**src/hw/rtl/brt_pkg.sv**
```systemverilog
// ----------------------------------------------------------------------------
// brt_pkg
// Shared widths, codes, token and write-command types, residency transitions.
// ----------------------------------------------------------------------------
package brt_pkg;

  localparam int BRT_ENTRIES = 64;

  localparam int KIND_W  = 3;
  localparam int KEY_W   = 64;
  localparam int RES_W   = 2;
  localparam int STAMP_W = 32;
  localparam int HITS_W  = 32;
  localparam int STS_W   = 2;

  // request kinds
  localparam logic [KIND_W-1:0] KIND_REGISTER   = 3'd0;
  localparam logic [KIND_W-1:0] KIND_UNREGISTER = 3'd1;
  localparam logic [KIND_W-1:0] KIND_PROMOTE    = 3'd2;
  localparam logic [KIND_W-1:0] KIND_DEMOTE     = 3'd3;
  localparam logic [KIND_W-1:0] KIND_RES_QUERY  = 3'd4;
  localparam logic [KIND_W-1:0] KIND_TOUCH      = 3'd5;
  localparam logic [KIND_W-1:0] KIND_INFO_QUERY = 3'd6;

  // residency codes
  localparam logic [RES_W-1:0] RES_DISK = 2'd0;
  localparam logic [RES_W-1:0] RES_CPU  = 2'd1;
  localparam logic [RES_W-1:0] RES_GPU  = 2'd2;
  localparam logic [RES_W-1:0] RES_BOTH = 2'd3;

  // result status codes
  localparam logic [STS_W-1:0] STS_OK   = 2'd0;
  localparam logic [STS_W-1:0] STS_MISS = 2'd1;
  localparam logic [STS_W-1:0] STS_FULL = 2'd2;

  // search token walking down the cell row
  typedef struct packed {
    logic               vld;
    logic [KEY_W-1:0]   key;
    logic               hit;
    logic               free;
    logic [RES_W-1:0]   where;
    logic [STAMP_W-1:0] stamp;
    logic [HITS_W-1:0]  hits;
  } tok_t;

  // write command broadcast to all cells; the marked cell takes it
  typedef struct packed {
    logic               en;
    logic               to_hit;
    logic               set_valid;
    logic [KEY_W-1:0]   key;
    logic [RES_W-1:0]   where;
    logic [STAMP_W-1:0] stamp;
    logic [HITS_W-1:0]  hits;
  } wr_cmd_t;

  function automatic logic [RES_W-1:0] promote_to(input logic [RES_W-1:0] r,
                                                  input logic to_gpu);
    logic [RES_W-1:0] n;
    n = r;
    if (to_gpu) begin
      if (r == RES_CPU) n = RES_BOTH;
      else if (r == RES_DISK) n = RES_GPU;
    end else begin
      if (r == RES_DISK) n = RES_CPU;
      else if (r == RES_GPU) n = RES_BOTH;
    end
    return n;
  endfunction

  function automatic logic [RES_W-1:0] demote_from(input logic [RES_W-1:0] r,
                                                   input logic from_gpu);
    logic [RES_W-1:0] n;
    n = r;
    if (from_gpu) begin
      if (r == RES_BOTH) n = RES_CPU;
      else if (r == RES_GPU) n = RES_DISK;
    end else begin
      if (r == RES_BOTH) n = RES_GPU;
      else if (r == RES_CPU) n = RES_DISK;
    end
    return n;
  endfunction

endpackage

```
**src/hw/rtl/brt_cell.sv**
```systemverilog
// ----------------------------------------------------------------------------
// brt_cell
// One table slot: compares the passing token, marks itself, takes writes.
// ----------------------------------------------------------------------------
module brt_cell import brt_pkg::*; (
  input  logic    clk,
  input  logic    rst_n,
  input  tok_t    tok_in,
  output tok_t    tok_out,
  input  wr_cmd_t cmd
);

  logic               valid_r;
  logic [KEY_W-1:0]   key_r;
  logic [RES_W-1:0]   where_r;
  logic [STAMP_W-1:0] stamp_r;
  logic [HITS_W-1:0]  hits_r;
  logic               hit_mark_r;
  logic               free_mark_r;
  tok_t               tok_r;
  tok_t               tok_nxt;
  logic               match;
  logic               avail;
  logic               wr;

  // first matching slot and first free slot claim the token
  assign match = tok_in.vld && valid_r && (key_r == tok_in.key) && !tok_in.hit;
  assign avail = tok_in.vld && !valid_r && !tok_in.free;
  assign wr    = cmd.en && (cmd.to_hit ? hit_mark_r : free_mark_r);

  always_comb begin
    tok_nxt      = tok_in;
    tok_nxt.hit  = tok_in.hit | match;
    tok_nxt.free = tok_in.free | avail;
    if (match) begin
      tok_nxt.where = where_r;
      tok_nxt.stamp = stamp_r;
      tok_nxt.hits  = hits_r;
    end
  end

  always_ff @(posedge clk) begin
    if (!rst_n) begin
      valid_r     <= 1'b0;
      hit_mark_r  <= 1'b0;
      free_mark_r <= 1'b0;
      tok_r       <= '0;
    end else begin
      tok_r <= tok_nxt;
      if (tok_in.vld) begin
        hit_mark_r  <= match;
        free_mark_r <= avail;
      end
      if (wr) begin
        valid_r <= cmd.set_valid;
      end
    end
  end

  always_ff @(posedge clk) begin
    if (wr && cmd.set_valid) begin
      key_r   <= cmd.key;
      where_r <= cmd.where;
      stamp_r <= cmd.stamp;
      hits_r  <= cmd.hits;
    end
  end

  assign tok_out = tok_r;

endmodule

```
**config.mk**
```make
export PLATFORM = sky130hd
export DESIGN_NAME = brt_cell
export DESIGN_NICKNAME = d
export VERILOG_FILES = /design/src/hw/rtl/brt_pkg.sv /design/src/hw/rtl/brt_cell.sv
export SDC_FILE = /design/constraint.sdc
export NUM_CORES = 1
export LEC_CHECK = 0
export ABC_CLOCK_PERIOD_IN_PS = 15100
export BUFFER_PORTS_ARGS = -buffer_cell sky130_fd_sc_hd__buf_2
export CAP_MARGIN = 30
export CORE_AREA = 3 3 156 158
export DETAILED_ROUTE_END_ITERATION = 7
export DIE_AREA = 0 0 159 161
export PLACE_DENSITY = 0.67
export SLEW_MARGIN = 15
export SYNTH_ARGS = -nofsm -noshare
export SYNTH_HDL_FRONTEND = slang
export SYNTH_SLANG_ARGS = --single-unit
export TNS_END_PERCENT = 50
```
**constraint.sdc**
```tcl
create_clock -name clk -period 15.1 [get_ports clk]
set_clock_uncertainty 0.15 [all_clocks]
set_input_delay 4.53 -clock clk [delete_from_list [all_inputs] [get_ports clk]]
set_output_delay 4.53 -clock clk [all_outputs]
set_load 0.05 [all_outputs]
```
==> impl_metrics.json, run 1 <==
{
  "cpPeakStageDelay_ns": 0.65,
  "routed_wl_um": 23940,
  "cts.clk_slew.worst_paths_ns": 0.06,
  "cts_tree": "yes",
  "ir_drop_v": 0.00009267,
  "syn-cell-area_um2": 9211,
  "drt-wirelength-per-cell_um": 16.73,
  "clock_latency_ns": 0.54,
  "initial_core_util_pct": 39.60,
  "gp_congestion": 0.8004,
  "synth_seq_cells": 266,
  "grt_pass1_vias": 6462,
  "coreArea_um2": 23260,
  "cp-end-kind": "register",
  "critical_path_class": "in2reg",
  "die_y_um": 161,
  "synthTopCellsByArea": "edfxtp_1 (42%), dfxtp_1 (30%), mux2i_1 (7.3%), nand2_1 (5.4%), and2_1 (4.4%)",
  "max_cap_viol_count": 0,
  "yosysTopAreaCell": "edfxtp_1",
  "hold_path.startpoint": "stamp_r[7]",
  "powerDensity_nw_per_um2": 137.0,
  "cts_hold_buf": 0,
  "rsz0062_at_grt": "false",
  "cpMostUsedCell": "nand4_1",
  "cts_sinks": 266,
  "die_area_um2": 25600,
  "max_slew_margin_pct": 39.93,
  "synth_cell_types": 33,
  "firstDrtPassIters": 4,
  "drc": 0,
  "ant_nets": 0,
  "start_kind": "input pin",
  "holdPathStages": 2,
  "syn_avg_cell_area_um2": 13.59,
  "status": "completed",
  "cts_buffers": 28,
  "post_cts_buffers": 0,
  "critical_path.slowest_cell": "nor4_1",
  "grtUsageTotal_pct": 17.72,
  "post-dp-hpwl_um": 17410,
  "drtIter0Drc": 340,
  "finalCritPeriodShare_pct": 48.66,
  "synth-edff-count": 130,
  "ys.flop_type": "dfxtp_1",
  "whs_endpoint": "tok_out[39]",
  "port_buffers": 400,
  "area_growth_pct": 37.01,
  "syn_nets": 946,
  "io_pins": 401,
  "rrSetupSlack_ns": 11.46,
  "syn_inst": 678,
  "r2r_cells": 8,
  "cts_root_buf": "clkbuf_16",
  "grt_max_degree": 103,
  "synth_top_area_share_pct": 42.38,
  "setup_viol": 0,
  "timing.rr.start": "key_r[36]",
  "fmax_mhz": 136.1,
  "rows": 56,
  "ys_warn_count": 0,
  "drive_above_1_share_pct": 41.05,
  "timing.rr.end": "tok_out[26]",
  "fillers": 2017,
  "synth_commonest_cells": "dfxtp_1 (136), nand2_1 (132), edfxtp_1 (130), mux2i_1 (67), and2_1 (65)",
  "die_x_um": 159,
  "min_path_type": "reg2reg",
  "finalNetCount": 1352,
  "post-route-util_pct": 54.25,
  "cp.arrival_ns": 7.64,
  "ys_seq_area_share_pct": 71.94,
  "post_cts_resized": 0,
  "required_ns": 15.40,
  "hold_viol": 0,
  "crit_path_cell_trace": "buf_2, xnor2_1, nand4_1, nor4_1, nand4_1, nor4_4, buf_4, buf_16, mux2i_1",
  "grt_pass1_wl_um": 35980,
  "clockBufferDepth": 3,
  "leakagePower_nw": 5.423,
  "finalMaxSlewViolations": 0,
  "viasPerCell": 4.466,
  "synthArstFlopShare_pct": 0,
  "period_needed_ns": 7.347,
  "tightestPinTransition_ns": 0.9011,
  "overflow": 0,
  "vias": 6391,
  "h-tree-depth": 1,
  "yosysMostFrequentCell": "dfxtp_1",
  "tns_ns": 0,
  "antenna_found_initial": 6,
  "path_max_fanout": 37
}
## power by group
group          internal [W]  switching [W]  leakage (nW)
sequential         0.000779     0.00000572          2.31
combinational     0.0000544       0.000111          2.60
clock              0.000502       0.000278         0.520
## registers in the layout, summed over array words and instances (netlist names)
signal	count
stamp_r	32
key_r	64
where_r	2
free_mark_r	1
valid_r	1
hits_r	32
hit_mark_r	1
tok_out	133
## kinds of logic (layout without fill, tap and decap cells)
logic type / Yosys count / in the layout / synth area share (%)
xor+xnor: 45 / 45 / 4.279
flops: 266 / 266 / 71.94
other cells: 0 / 6 / 0
compound gates: 23 / 23 / 1.929
buf+inv: 47 / 475 / 2.445
mux: 68 / 68 / 7.403
simple gates: 229 / 229 / 12.01
## worst max path at each step
| stage | end | start | slack, ns |
|---|---|---|---|
| after CTS | tok_out[26] | tok_in[75] | 7.74 |
| after global routing | tok_out[34] | tok_in[83] | 7.46 |
| after floorplan | hits_r[0] | cmd[131] | 6.65 |
| final | tok_out[26] | tok_in[75] | 7.75 |
| after detailed placement | tok_out[26] | tok_in[75] | 7.18 |
| after global placement | tok_out[13] | tok_in[124] | 7.08 |
## through the flow
stage | instance area, um^2 | hold slack, ns | total power, W | worst slack, ns | instances
after floorplan | 9211 | 0.3284 | 0.0009004 | 6.651 | 678
after global placement | 11490 | 0.3351 | 0.0009635 | 7.082 | 1371
after detailed placement | 11520 | 0.3459 | 0.0009659 | 7.181 | 1372
after CTS | 12590 | 0.3628 | 0.001750 | 7.736 | 1424
after global routing | 12620 | 0.3777 | 0.001795 | 7.463 | 1430
final | 12620 | 0.3574 | 0.001729 | 7.753 | 1431
## cell usage in the layout (no fill, tap or decap), types with 2 or more instances in the layout
cell type / n
buf_2: 399
and2_1: 65
o21a_1: 4
clkinv_1: 2
nor3_1: 2
nor2b_1: 8
bufinv_16: 8
buf_4: 3
clkbuf_8: 3
nand4_1: 13
clkbuf_1: 4
inv_1: 18
mux2i_1: 67
nor2_1: 3
edfxtp_1: 130
xnor2_1: 44
o22ai_1: 8
clkinv_4: 2
clkbuf_16: 29
nand2_1: 132
diode_2: 6
a22oi_1: 2
nor4_1: 3
clkinv_2: 3
dfxtp_1: 136
## critical path: cells and delay by family
| family | cells | cell delay, ns |
|---|---|---|
| buf+inv | 3 | 0.94 |
| xor+xnor | 1 | 0.17 |
| mux | 1 | 0.23 |
| simple gates | 4 | 1.73 |
## layout make-up
cell class / instances / area (um^2) / share of cell area, %
Antenna cell: 6 / 15.01 / 0.1190
Clock buffer: 36 / 782.0 / 6.196
Clock inverter: 16 / 287.8 / 2.280
Inverter: 18 / 67.56 / 0.5353
Multi-Input combinational cell: 365 / 2365 / 18.74
Sequential cell: 266 / 6626 / 52.50
Tap cell: 319 / 399.1 / 3.162
Timing Repair Buffer: 405 / 2078 / 16.47
## metal layers
layer	vias up	share of wire [%]	wire (um)	GRT usage, %
li1	3137	-	-	-
met1	2966	41	9699	21.60
met2	233	49	11790	30.35
met3	53	6.8	1631	4.386
met4	2	3.4	809	7.163
met5	-	0.054	13	0
No activity file was read; power rests on OpenSTA's default activity.
==> inputs of run 2 (changes only) <==
--- a/config.mk
+++ b/config.mk
@@ -5,13 +5,14 @@
 export SDC_FILE = /design/constraint.sdc
 export NUM_CORES = 1
 export LEC_CHECK = 0
-export ABC_CLOCK_PERIOD_IN_PS = 15100
+export ABC_AREA = 1
+export ABC_CLOCK_PERIOD_IN_PS = 7620
 export BUFFER_PORTS_ARGS = -buffer_cell sky130_fd_sc_hd__buf_2
 export CAP_MARGIN = 30
-export CORE_AREA = 3 3 156 158
+export CORE_AREA = 3 3 153 155
 export DETAILED_ROUTE_END_ITERATION = 7
-export DIE_AREA = 0 0 159 161
-export PLACE_DENSITY = 0.67
+export DIE_AREA = 0 0 156 158
+export PLACE_DENSITY = 0.74
 export SLEW_MARGIN = 15
 export SYNTH_ARGS = -nofsm -noshare
 export SYNTH_HDL_FRONTEND = slang
==> constraint.sdc (replaced) <==
create_clock -name clk -period 7.62 [get_ports clk]
set_clock_uncertainty 0.15 [all_clocks]
set_input_delay 2.286 -clock clk [delete_from_list [all_inputs] [get_ports clk]]
set_output_delay 2.286 -clock clk [all_outputs]
set_load 0.05 [all_outputs]
==> run 2 against run 1 <==
Effect of this change: utilization rose by 6.6 points; first-iteration DRC count rose by 42%; highest routed layer is now met4; routed wire length rose by 15%; critical path type unchanged; critical path depth rose by 4; sequential cell count did not move.
==> impl_metrics.json, run 2 <==
{
  "status": "completed",
  "yosysTopAreaCell": "edfxtp_1",
  "initial_core_util_pct": 46.47,
  "synth_seq_cells": 266,
  "cpPeakStageDelay_ns": 0.57,
  "viasPerCell": 4.586,
  "port_buffers": 400,
  "synthArstFlopShare_pct": 0,
  "grt_pass1_wl_um": 41900,
  "synth_cell_types": 25,
  "cts.clk_slew.worst_paths_ns": 0.06,
  "rrSetupSlack_ns": 5.03,
  "crit_path_cell_trace": "buf_2, inv_1, nand2_1, nand2_1, nor2_1, nand2_1, nor2_1, nand3_1, nor2_4, buf_4, nand4_1, nand2_1, nor2_1",
  "die_y_um": 158,
  "path_delay_family": "simple AND/OR/NAND/NOR gates",
  "p_clk_share_pct": 40.7,
  "drive_above_1_share_pct": 29.82,
  "synthTopCellsByArea": "edfxtp_1 (38%), dfxtp_1 (27%), nand2_1 (9.8%), inv_1 (8.3%), nor2_1 (7.1%)",
  "syn_inst": 1119,
  "timing.rr.start": "key_r[15]",
  "gp_congestion": 0.8594,
  "synth-edff-count": 130,
  "ir_drop_v": 0.0001989,
  "drtIter0Drc": 482,
  "holdWs_ns": 0.3192,
  "syn-cell-area_um2": 10200,
  "finalCritPeriodShare_pct": 53.49,
  "ys_seq_area_share_pct": 64.94,
  "fmax_mhz": 245.4,
  "path_max_fanout": 67,
  "ys_warn_count": 0,
  "power.switching_w": 0.0008134,
  "ant_nets": 0,
  "cpMostUsedCell": "nand2_1",
  "layout.cells.most_common_list": "buf_2 (399), nand2_1 (266), inv_1 (226), nor2_1 (192), dfxtp_1 (136)",
  "post_cts_resized": 0,
  "wl_met3_um": 1543,
  "cts_hold_buf": 0,
  "period_needed_ns": 4.076,
  "cp-end-kind": "register",
  "routed_wl_um": 27620,
  "wl_met2_um": 14170,
  "tightestPinTransition_ns": 0.8377,
  "overflow": 0,
  "post-dp-hpwl_um": 19800,
  "finalMaxSlewViolations": 0,
  "path_buf_inv": 3,
  "clock_latency_ns": 0.53,
  "post_cts_buffers": 0,
  "switching_share_pct": 24.95,
  "cts_sinks": 266,
  "powerDensity_nw_per_um2": 244.1,
  "cts_root_buf": "clkbuf_16",
  "rows": 54,
  "yosysMostFrequentCell": "nand2_1",
  "pwr-share-comb_pct": 11.2,
  "tns_ns": 0,
  "whs_endpoint": "hit_mark_r",
  "cts_tree": "yes",
  "ys.flop_type": "dfxtp_1",
  "grtUsageTotal_pct": 21.35,
  "antenna_found_initial": 6,
  "seq_power_share_pct": 48.1,
  "die_x_um": 156,
  "leakagePower_nw": 7.034,
  "critical_path_class": "in2reg",
  "drt-wirelength-per-cell_um": 15.15,
  "io_pins": 401,
  "final_common_cell": "buf_2",
  "coreArea_um2": 21960,
  "maxUsedRoutingLayer": "met4",
  "required_ns": 7.90,
  "vias": 8360,
  "max_cap_viol_count": 0,
  "max_slew_margin_pct": 44.16,
  "r2r_cells": 11,
  "area_growth_pct": 30.91,
  "cts_buffers": 28,
  "synth_commonest_cells": "nand2_1 (266), inv_1 (226), nor2_1 (193), dfxtp_1 (136), edfxtp_1 (130)",
  "h-tree-depth": 1,
  "syn_nets": 1387,
  "synth_top_area_share_pct": 38.26,
  "grt_pass1_vias": 8299,
  "timing.rr.end": "tok_out[9]",
  "critical_path.slowest_cell": "buf_4",
  "finalNetCount": 1782,
  "hold_viol": 0,
  "min_path_type": "reg2reg",
  "clockBufferDepth": 3,
  "internal_power_w": 0.002447,
  "wl_met1_um": 10720,
  "cp.arrival_ns": 4.35,
  "hold_path.startpoint": "hit_mark_r",
  "drc": 0,
  "holdPathStages": 2,
  "rsz0062_at_grt": "false",
  "grt_max_degree": 77,
  "largest_register_ff_count": 133,
  "fillers": 1878,
  "syn_avg_cell_area_um2": 9.118,
  "setup_viol": 0,
  "die_area_um2": 24650,
  "firstDrtPassIters": 5,
  "start_kind": "input pin"
}
==> run 2: logic make-up after synthesis <==
kind of cell / after synthesis / share of synthesized area [%]
flops: 266 / 64.94
simple gates: 546 / 22.12
compound gates: 18 / 0.9074
buf+inv: 273 / 10.66
xor+xnor: 16 / 1.373
==> run 2: worst register-to-register path, stage by stage (launching register included) <==
cell	delay (ns)
edfxtp_1	0.38
nand2_1	0.08
nand2_1	0.05
nor2_1	0.14
nand2_1	0.07
nor2_1	0.23
nand3_1	0.23
nor2_4	0.15
buf_4	0.57
nand4_1	0.27
nand2_1	0.12
nor2_1	0.04
==> run 2: worst max-delay path by stage <==
stage / startpoint / to / slack (ns) / cells after the start
2_1_floorplan: cmd[132] / hits_r[0] / 1.13 / 3
3_3_place_gp: tok_in[83] / tok_out[11] / 3.07 / 14
3_5_place_dp: tok_in[83] / tok_out[12] / 3.02 / 14
4_1_cts: tok_in[83] / tok_out[49] / 3.58 / 14
5_1_grt: tok_in[83] / tok_out[32] / 3.30 / 14
6_report: tok_in[83] / tok_out[9] / 3.54 / 13
==> run 2: area by class of cell <==
type	instances	area (um^2)	area share (%)
inverters	230	863.3	6.463
clock buffers	36	772.0	5.779
well taps	280	350.3	2.623
diodes	7	17.52	0.1311
multi-input cells	580	2512	18.81
clock inverters	16	131.4	0.9835
repair buffers	408	2085	15.61
flip-flops and latches	266	6626	49.61
==> run 2: through the flow <==
stage / power [W] / std cells / utilization, % / setup WS [ns] / cell area, um^2
after floorplan: 0.001823 / 1119 / - / 1.128 / 10210
after global routing: 0.003386 / 1822 / 60.82 / 3.305 / 13360
after global placement: 0.001957 / 1763 / 56.51 / 3.068 / 12410
after CTS: 0.003295 / 1815 / 60.63 / 3.583 / 13310
after detailed placement: 0.001964 / 1763 / 56.51 / 3.022 / 12410
final: 0.003260 / 1823 / 60.83 / 3.544 / 13360
==> run 2: power groups by stage <==
stage               clock network, W  registers, W  logic [W]
global placement                   0       0.00160   0.000357
CTS                          0.00136       0.00157   0.000365
global route                 0.00142       0.00157   0.000393
finish                       0.00133       0.00157   0.000364
detailed placement                 0       0.00160   0.000363
floorplan                          0       0.00173  0.0000887
==> run 2: layer usage <==
layer / up-vias / GRT usage [%]
met5: - / 0
met4: 0 / 9.714
met3: 74 / 3.636
met2: 307 / 38.23
met1: 3757 / 25.14
li1: 4222 / -
